[src/hw/rtl/ppse_pkg.sv]
// ----------------------------------------------------------------------------
// ppse_pkg
// Shared types, constants and codes of the pixel power-saving enhancer.
// ----------------------------------------------------------------------------
package ppse_pkg;

   localparam int LUMA_LEVELS_DEFAULT = 256;
   localparam int TABLE_WIDTH_DEFAULT = 16;

   localparam int CHAN_W  = 8;
   localparam int GAIN_W  = 16;
   localparam int DELTA_W = 21;

   // luma = (306*R + 601*G + 117*B + 512) >> 10
   localparam int LUMA_WR    = 306;
   localparam int LUMA_WG    = 601;
   localparam int LUMA_WB    = 117;
   localparam int LUMA_SHIFT = 10;
   localparam int LUMA_SUM_W = 18;

   // channel aligned to adj*delta (20 fraction bits), times gain -> 35
   localparam int CHAN_FRAC   = 20;
   localparam int ROUND_SHIFT = 35;

   localparam logic [GAIN_W-1:0] GAIN_RESET = 16'h8000;

   localparam logic CMD_LOAD  = 1'b0;
   localparam logic CMD_PIXEL = 1'b1;

   typedef enum logic [1:0] {
      REG_GAIN        = 2'd0,
      REG_DELTA_RED   = 2'd1,
      REG_DELTA_GREEN = 2'd2,
      REG_DELTA_BLUE  = 2'd3
   } reg_index_type;

   typedef struct packed {
      logic        command;
      logic [7:0]  table_index;
      logic [15:0] table_value;
      logic [7:0]  blue_in;
      logic [7:0]  green_in;
      logic [7:0]  red_in;
   } req_type;

   typedef struct packed {
      logic [7:0] blue_out;
      logic [7:0] green_out;
      logic [7:0] red_out;
   } rsp_type;

   // load enables of the channel datapath stages
   typedef struct packed {
      logic en3;
      logic en4;
      logic en5;
      logic en6;
   } stage_ctl_type;

endpackage

[src/hw/rtl/ppse_channel_path.sv]
// ----------------------------------------------------------------------------
// ppse_channel_path
// One color channel: adj*delta, subtract, times gain, round and clamp.
// ----------------------------------------------------------------------------
module ppse_channel_path #(
   parameter int TABLE_WIDTH = ppse_pkg::TABLE_WIDTH_DEFAULT
) (
   input  logic                          clock,
   input  ppse_pkg::stage_ctl_type       ctl,
   input  logic [TABLE_WIDTH-1:0]        adj,
   input  logic [ppse_pkg::CHAN_W-1:0]   chan,
   input  logic signed [ppse_pkg::DELTA_W-1:0] delta,
   input  logic [ppse_pkg::GAIN_W-1:0]   gain,
   output logic [ppse_pkg::CHAN_W-1:0]   chan_out
);
   import ppse_pkg::*;

   localparam int PW = TABLE_WIDTH + DELTA_W + 1;   // signed product
   localparam int DW = PW + 1;                      // signed difference
   localparam int MW = DW - 1 + GAIN_W;             // positive part times gain
   localparam int HW = MW + 1 - ROUND_SHIFT;        // rounded integer part

   // stage 3: product
   logic signed [PW-1:0] adj_ext;
   logic signed [PW-1:0] delta_ext;
   logic signed [PW-1:0] prod3_in, prod3_ff;
   logic [CHAN_W-1:0]    chan3_ff;

   assign adj_ext   = PW'($signed({1'b0, adj}));
   assign delta_ext = PW'(delta);
   assign prod3_in  = adj_ext * delta_ext;

   always_ff @(posedge clock) begin
      if (ctl.en3) begin
         prod3_ff <= prod3_in;
         chan3_ff <= chan;
      end
   end

   // stage 4: difference
   logic signed [DW-1:0] chan_ext;
   logic signed [DW-1:0] diff4_in, diff4_ff;

   assign chan_ext = DW'($signed({1'b0, chan3_ff, {CHAN_FRAC{1'b0}}}));
   assign diff4_in = chan_ext - DW'(prod3_ff);

   always_ff @(posedge clock) begin
      if (ctl.en4) begin
         diff4_ff <= diff4_in;
      end
   end

   // stage 5: scale; a non-positive difference flushes to zero later
   logic          pos5_in, pos5_ff;
   logic [MW-1:0] mag5_in, mag5_ff;

   assign pos5_in = !diff4_ff[DW-1] && (diff4_ff != '0);
   assign mag5_in = MW'(diff4_ff[DW-2:0]) * MW'(gain);

   always_ff @(posedge clock) begin
      if (ctl.en5) begin
         pos5_ff <= pos5_in;
         mag5_ff <= mag5_in;
      end
   end

   // stage 6: round half up, saturate, output register
   localparam logic [MW:0] ROUND_HALF = (MW + 1)'(1) << (ROUND_SHIFT - 1);

   logic [MW:0]       round_sum;
   logic [HW-1:0]     round_int;
   logic              sat;
   logic [CHAN_W-1:0] chan6_in, chan6_ff;

   assign round_sum = (MW + 1)'(mag5_ff) + ROUND_HALF;
   assign round_int = round_sum[MW:ROUND_SHIFT];
   assign sat       = |round_int[HW-1:CHAN_W];

   always_comb begin
      priority if (!pos5_ff) begin
         chan6_in = '0;
      end else if (sat) begin
         chan6_in = '1;
      end else begin
         chan6_in = round_int[CHAN_W-1:0];
      end
   end

   always_ff @(posedge clock) begin
      if (ctl.en6) begin
         chan6_ff <= chan6_in;
      end
   end

   assign chan_out = chan6_ff;

endmodule

[config.mk]
export PLATFORM = sky130hd
export DESIGN_NAME = ppse_channel_path
export DESIGN_NICKNAME = d
export VERILOG_FILES = /design/src/hw/rtl/ppse_pkg.sv /design/src/hw/rtl/ppse_channel_path.sv
export SDC_FILE = /design/constraint.sdc
export NUM_CORES = 2
export LEC_CHECK = 0
export ABC_AREA = 1
export BUFFER_PORTS_ARGS = -buffer_cell sky130_fd_sc_hd__buf_2
export CORE_AREA = 4 4 243 304
export CTS_CLUSTER_SIZE = 40
export DETAILED_ROUTE_END_ITERATION = 10
export DIE_AREA = 0 0 247 308
export PLACE_DENSITY = 0.71
export SETUP_SLACK_MARGIN = 0.05
export SLEW_MARGIN = 40
export SYNTH_ARGS = -nofsm -noshare
export SYNTH_HDL_FRONTEND = slang
export SYNTH_SLANG_ARGS = --single-unit
[constraint.sdc]
create_clock -name clock -period 14.7 [get_ports clock]
set_input_delay 2.205 -clock clock [delete_from_list [all_inputs] [get_ports clock]]
set_output_delay 2.205 -clock clock [all_outputs]
set_load 0.05 [all_outputs]
# Word-level counts from Yosys, hierarchy flattened
# Index checks and enable logic that the tools add are counted.
dict set report totals {
  regBits 148
  latchBits 0
  mem_bits_rw 0
  rom_bits 0
  input_bits 66
  output_inout_bits 8
  word_cells 15
  mem_count 0
}
dict set report op_classes {
  n_addsub 2
  n_mul 2
  div 0
  order_cmp 0
  n_eq_ne 0
  n_shift 0
  mux 1
  n_bitwise 0
  n_reduce_logical 4
}
# operator count
set ops {}
lappend ops {{adder 54 x 35 -> 55 bit (second input constant)} 1}
lappend ops {{multiplier 38 x 16 -> 54 bit} 1}
lappend ops {{nonzero test 39 bit} 1}
lappend ops {{subtractor 29 x 38 -> 39 bit} 1}
lappend ops {{multiplier 17 x 21 -> 38 bit} 1}
lappend ops {{OR reduction 12 bit} 1}
lappend ops {{two-way mux 8 bit} 1}
lappend ops {{logical AND 1 bit} 1}
lappend ops {{zero test 1 bit} 1}

# Depth between registers and ports, before layout
dict set report depth {
  depth_word 3
  ltp_mapped 29
  ltp_nobuf 27
}

# Least setup slack after synthesis
# No wires, ideal clock.
dict set report synth_timing {
  kind {input-to-reg}
  from {in delta[20] (netlist bit)}
  to {reg prod3_ff[37] (data pin)}
  setup_ns 0.254
  arrival_time_ns 7.454
  required_time_ns 14.446
  path_slack_ns 6.992
  cell_stages 23
  n_path_buf 2
  path_cell_list {clkbuf_1 -> clkbuf_1 -> nand2_1 -> fa_1 -> inv_1 -> fa_1 -> inv_1 -> fa_1 -> fa_1 -> inv_1 -> fa_1 -> inv_1 -> fa_1 -> inv_1 -> ha_1 -> inv_1 -> o21bai_1 -> a21oi_1 -> o21ai_0 -> a21oi_1 -> nand3_1 -> nand2_1 -> nand2_1}
}
dict set report synth_between {
  elab_chain_len 1
}
# item line
set synth_rtl {}
lappend synth_rtl {{start: declaration} ppse_channel_path.sv:12} ;# input logic signed [ppse_pkg::DELTA_W-1:0] delta,
lappend synth_rtl {{multiplier 17 x 21 -> 38 bit} ppse_channel_path.sv:31} ;# assign prod3_in = adj_ext * delta_ext;
lappend synth_rtl {{net prod3_in[37]} ppse_channel_path.sv:26} ;# logic signed [PW-1:0] prod3_in, prod3_ff;
lappend synth_rtl {{end signal: assignment} ppse_channel_path.sv:35} ;# prod3_ff <= prod3_in;
lappend synth_rtl {{end: declaration} ppse_channel_path.sv:26}
# The timed path passes the listed nets, and every way through them passes these cells.
# A chain may end at the register's enable or synchronous reset.

# Final worst setup path
dict set report layout_timing {
  from {in adj[3]}
  to {reg prod3_ff[37] (data pin)}
}
dict set report layout_between {
  elab_chain_len 1
}
# item line
set layout_rtl {}
lappend layout_rtl {{start: declaration} ppse_channel_path.sv:10} ;# input logic [TABLE_WIDTH-1:0] adj,
lappend layout_rtl {{multiplier 17 x 21 -> 38 bit} ppse_channel_path.sv:31}
lappend layout_rtl {{net prod3_in[37]} ppse_channel_path.sv:26}
# The timed path passes the listed nets, and every way through them passes these cells.

==> run_results.csv <==
group,metric,value,unit
critical_path,required,14900,ps
clock_tree,clk_latency,450,ps
grt,grt_pass1_wl,167000,microns
detailed_routing,final_antenna_net_count,0,
yosys,syn_nets,6196,
yosys,synthCells,5066,
grt,grt_pass1_vias,33391,
clock_tree,clock-sinks,114,
min_path,hp-class,"reg2reg",
finish,fin_util,57.0,%
yosys,yosys_warnings,0,
clock_tree,cts_hold_buf,0,
grt,grt_antenna_before_repair,0,
critical_path,path_class,"in2reg",
placement,pre_cts_ws,6280,ps
timing,final_hold_viol_count,0,
detailed_routing,drt_iter0_drc,1638,
detailed_routing,vias_per_cell,5.20,
die,core_area,70800,sq um
clock_tree,cts_buffers,17,
job,maxCapViolations,0,
timing,max_slew_margin,39.2,%
die,rows,109,
clock_tree,cts_root_buffer,"clkbuf_16",
critical_path,cp-startpoint,"adj[3]",
finish,num_antenna_cells,0,
finish,drive_gt1_share,3.30,%
timing,setup_ws,6730,ps
detailed_routing,wl_per_cell,17.0,microns
clock_tree,clk_path_buf_depth,2,
detailed_routing,firstDrtPassIters,6,
timing,setup_viol,0,
die,ios,74,
critical_path,worstPathArrival,8170,ps
grt,grt_overflow_total,0,
placement,gp_congestion,0.982,
clock_tree,cts_tree,"done",
critical_path,reg2reg_from,"diff4_ff[24]",
timing,drv_slew,0,
grt,grt_usage,27.7,%
timing,rsz0062_at_grt,"false",
clock_tree,cts.clk_slew.worst_paths,60,ps
clock_tree,cts_max_level,4,
placement,dp_hpwl,83300,microns
critical_path,cp_max_fo,21,
die,die_h,308,microns
timing,worstMarginPinSlew,912,ps
run_status,status,"finished, final reports clean",
finish,syn_to_final_growth,3.94,%
yosys,avgSynthCellArea,7.66,sq um
detailed_routing,num_vias,30777,
detailed_routing,routed_wl,101000,microns
min_path,hold_start,"prod3_ff[0]",
clock_tree,cts_post_setup_buffers_inserted,0,
timing,min_period_over_period,54.2,%
yosys,synth_sequential_area_ratio,8.82,%
critical_path,end_kind,"flip-flop",
yosys,syn-cell-area,38800,sq um
yosys,ys_types,40,
timing,max_freq,0.125,GHz
die,dieWidth,247,microns
clock_tree,cts-resized-gates,0,
timing,tns,0,ps
die,dieArea,76100,sq um
yosys,ys_seq_elements,114,
detailed_routing,drc_errors,0,
critical_path,crit_path_start_kind,"input port",
timing,finClkSkew,10.2,ps
grt,grt_start_max_net_pins,47,
die,start_util,54.8,%
finish,layout.nets,6093,
placement,io_buffers,73,
timing,layout_min_cycle_time,7970,ps
finish,final.fill_count,6657,
## final timing paths
check	endpoint	slack [ps]	cells after the start
hold reg to reg	diff4_ff[0]	530	0
hold / removal	diff4_ff[0]	530	0
setup reg to reg	mag5_ff[51]	8300	23
setup / recovery	prod3_ff[37]	6730	19
## per-layer routing
| layer | wire, microns | up-vias | track usage, % |
|---|---|---|---|
| met5 | 0 | - | 0 |
| met3 | 5070 | 344 | 3.29 |
| met2 | 53300 | 1061 | 51.5 |
| met4 | 5920 | 0 | 15.2 |
| li1 | - | 14153 | - |
| met1 | 36400 | 15219 | 30.6 |
## Yosys cell counts, drive strengths merged
cell type | n | area (sq um)
clkinv | 1 | 3.75
and2 | 1 | 6.26
and3 | 1 | 6.26
a21o | 7 | 52.6
edfxtp | 114 | 3420
o21ai | 61 | 305
xor2 | 57 | 499
nor2 | 210 | 866
nand4 | 41 | 257
buf | 29 | 115
fa | 836 | 16700
nor4 | 15 | 93.8
clkbuf | 185 | 696
xnor2 | 14 | 123
nor3b | 1 | 7.51
a31oi | 4 | 25.0
nand3 | 98 | 505
a41oi | 1 | 8.76
nand3b | 3 | 22.5
ha | 228 | 2850
o31ai | 1 | 7.51
nand2 | 1455 | 5490
o21bai | 22 | 165
o211ai | 1 | 7.51
nor3 | 38 | 201
o21a | 2 | 15.0
a21boi | 3 | 22.5
or2 | 2 | 12.5
a21oi | 115 | 576
inv | 1520 | 5710
## area by class of cell
type | count | area, sq um | area share (%)
Clock inverter | 15 | 146 | 0.363
Multi-Input combinational cell | 3217 | 28900 | 71.6
Timing Repair Buffer | 92 | 588 | 1.46
Sequential cell | 114 | 3420 | 8.49
Inverter | 1521 | 5710 | 14.2
Clock buffer | 17 | 425 | 1.05
Tap cell | 943 | 1180 | 2.93
## metrics by stage
stage          std cells  instance area (sq um)  hold WS [ps]
5_1_grt             5919                  40300           553
3_3_place_gp        5874                  39600           505
6_report            5919                  40300           528
3_5_place_dp        5881                  39700           531
4_1_cts             5913                  40300           547
2_1_floorplan       5066                  38800           449
## logic make-up (layout without fill, tap and decap cells)
family | Yosys count | after routing | share of synthesized area, %
AO/OA/AOI/OAI | 217 | 217 | 3.05
XOR/XNOR | 71 | 71 | 1.60
adder cells (fa/ha/maj) | 1064 | 1064 | 50.5
buffers and inverters | 1735 | 1645 | 16.8
flip-flops | 114 | 114 | 8.82
AND/OR/NAND/NOR | 1865 | 1865 | 19.2
## flip-flops by register name, indices dropped and copies added, names as in the netlist
signal    count
prod3_ff     38
diff4_ff     39
pos5_ff       1
mag5_ff      20
chan_out      8
chan3_ff      8
## worst max-delay path, stage by stage
cell     delay (ps)
buf_2           380
nand2_1         200
fa_1            720
inv_1           140
fa_1            480
inv_1           320
fa_1            580
fa_1            610
fa_1            430
fa_1            490
inv_1            40
ha_1            340
inv_1           130
nor3_1          280
nand2_1         210
nor2_1          180
nand4_1         200
nand4_1         150
nand2_1          60
## layout by cell type (no fill, tap or decap), drive strengths merged, types with 2 or more instances in the layout
master    instances
inv            1527
nand2          1455
fa              836
ha              228
nor2            210
a21oi           115
edfxtp          114
nand3            98
buf              92
o21ai            61
xor2             57
nand4            41
nor3             38
o21bai           22
clkbuf           17
nor4             15
xnor2            14
a21o              7
clkinv            6
a31oi             4
a21boi            3
nand3b            3
o21a              2
or2               2
clkinvlp          2
Power is not shown: default switching activity piles up to over one toggle a cycle in this logic, so the estimate is an artifact.
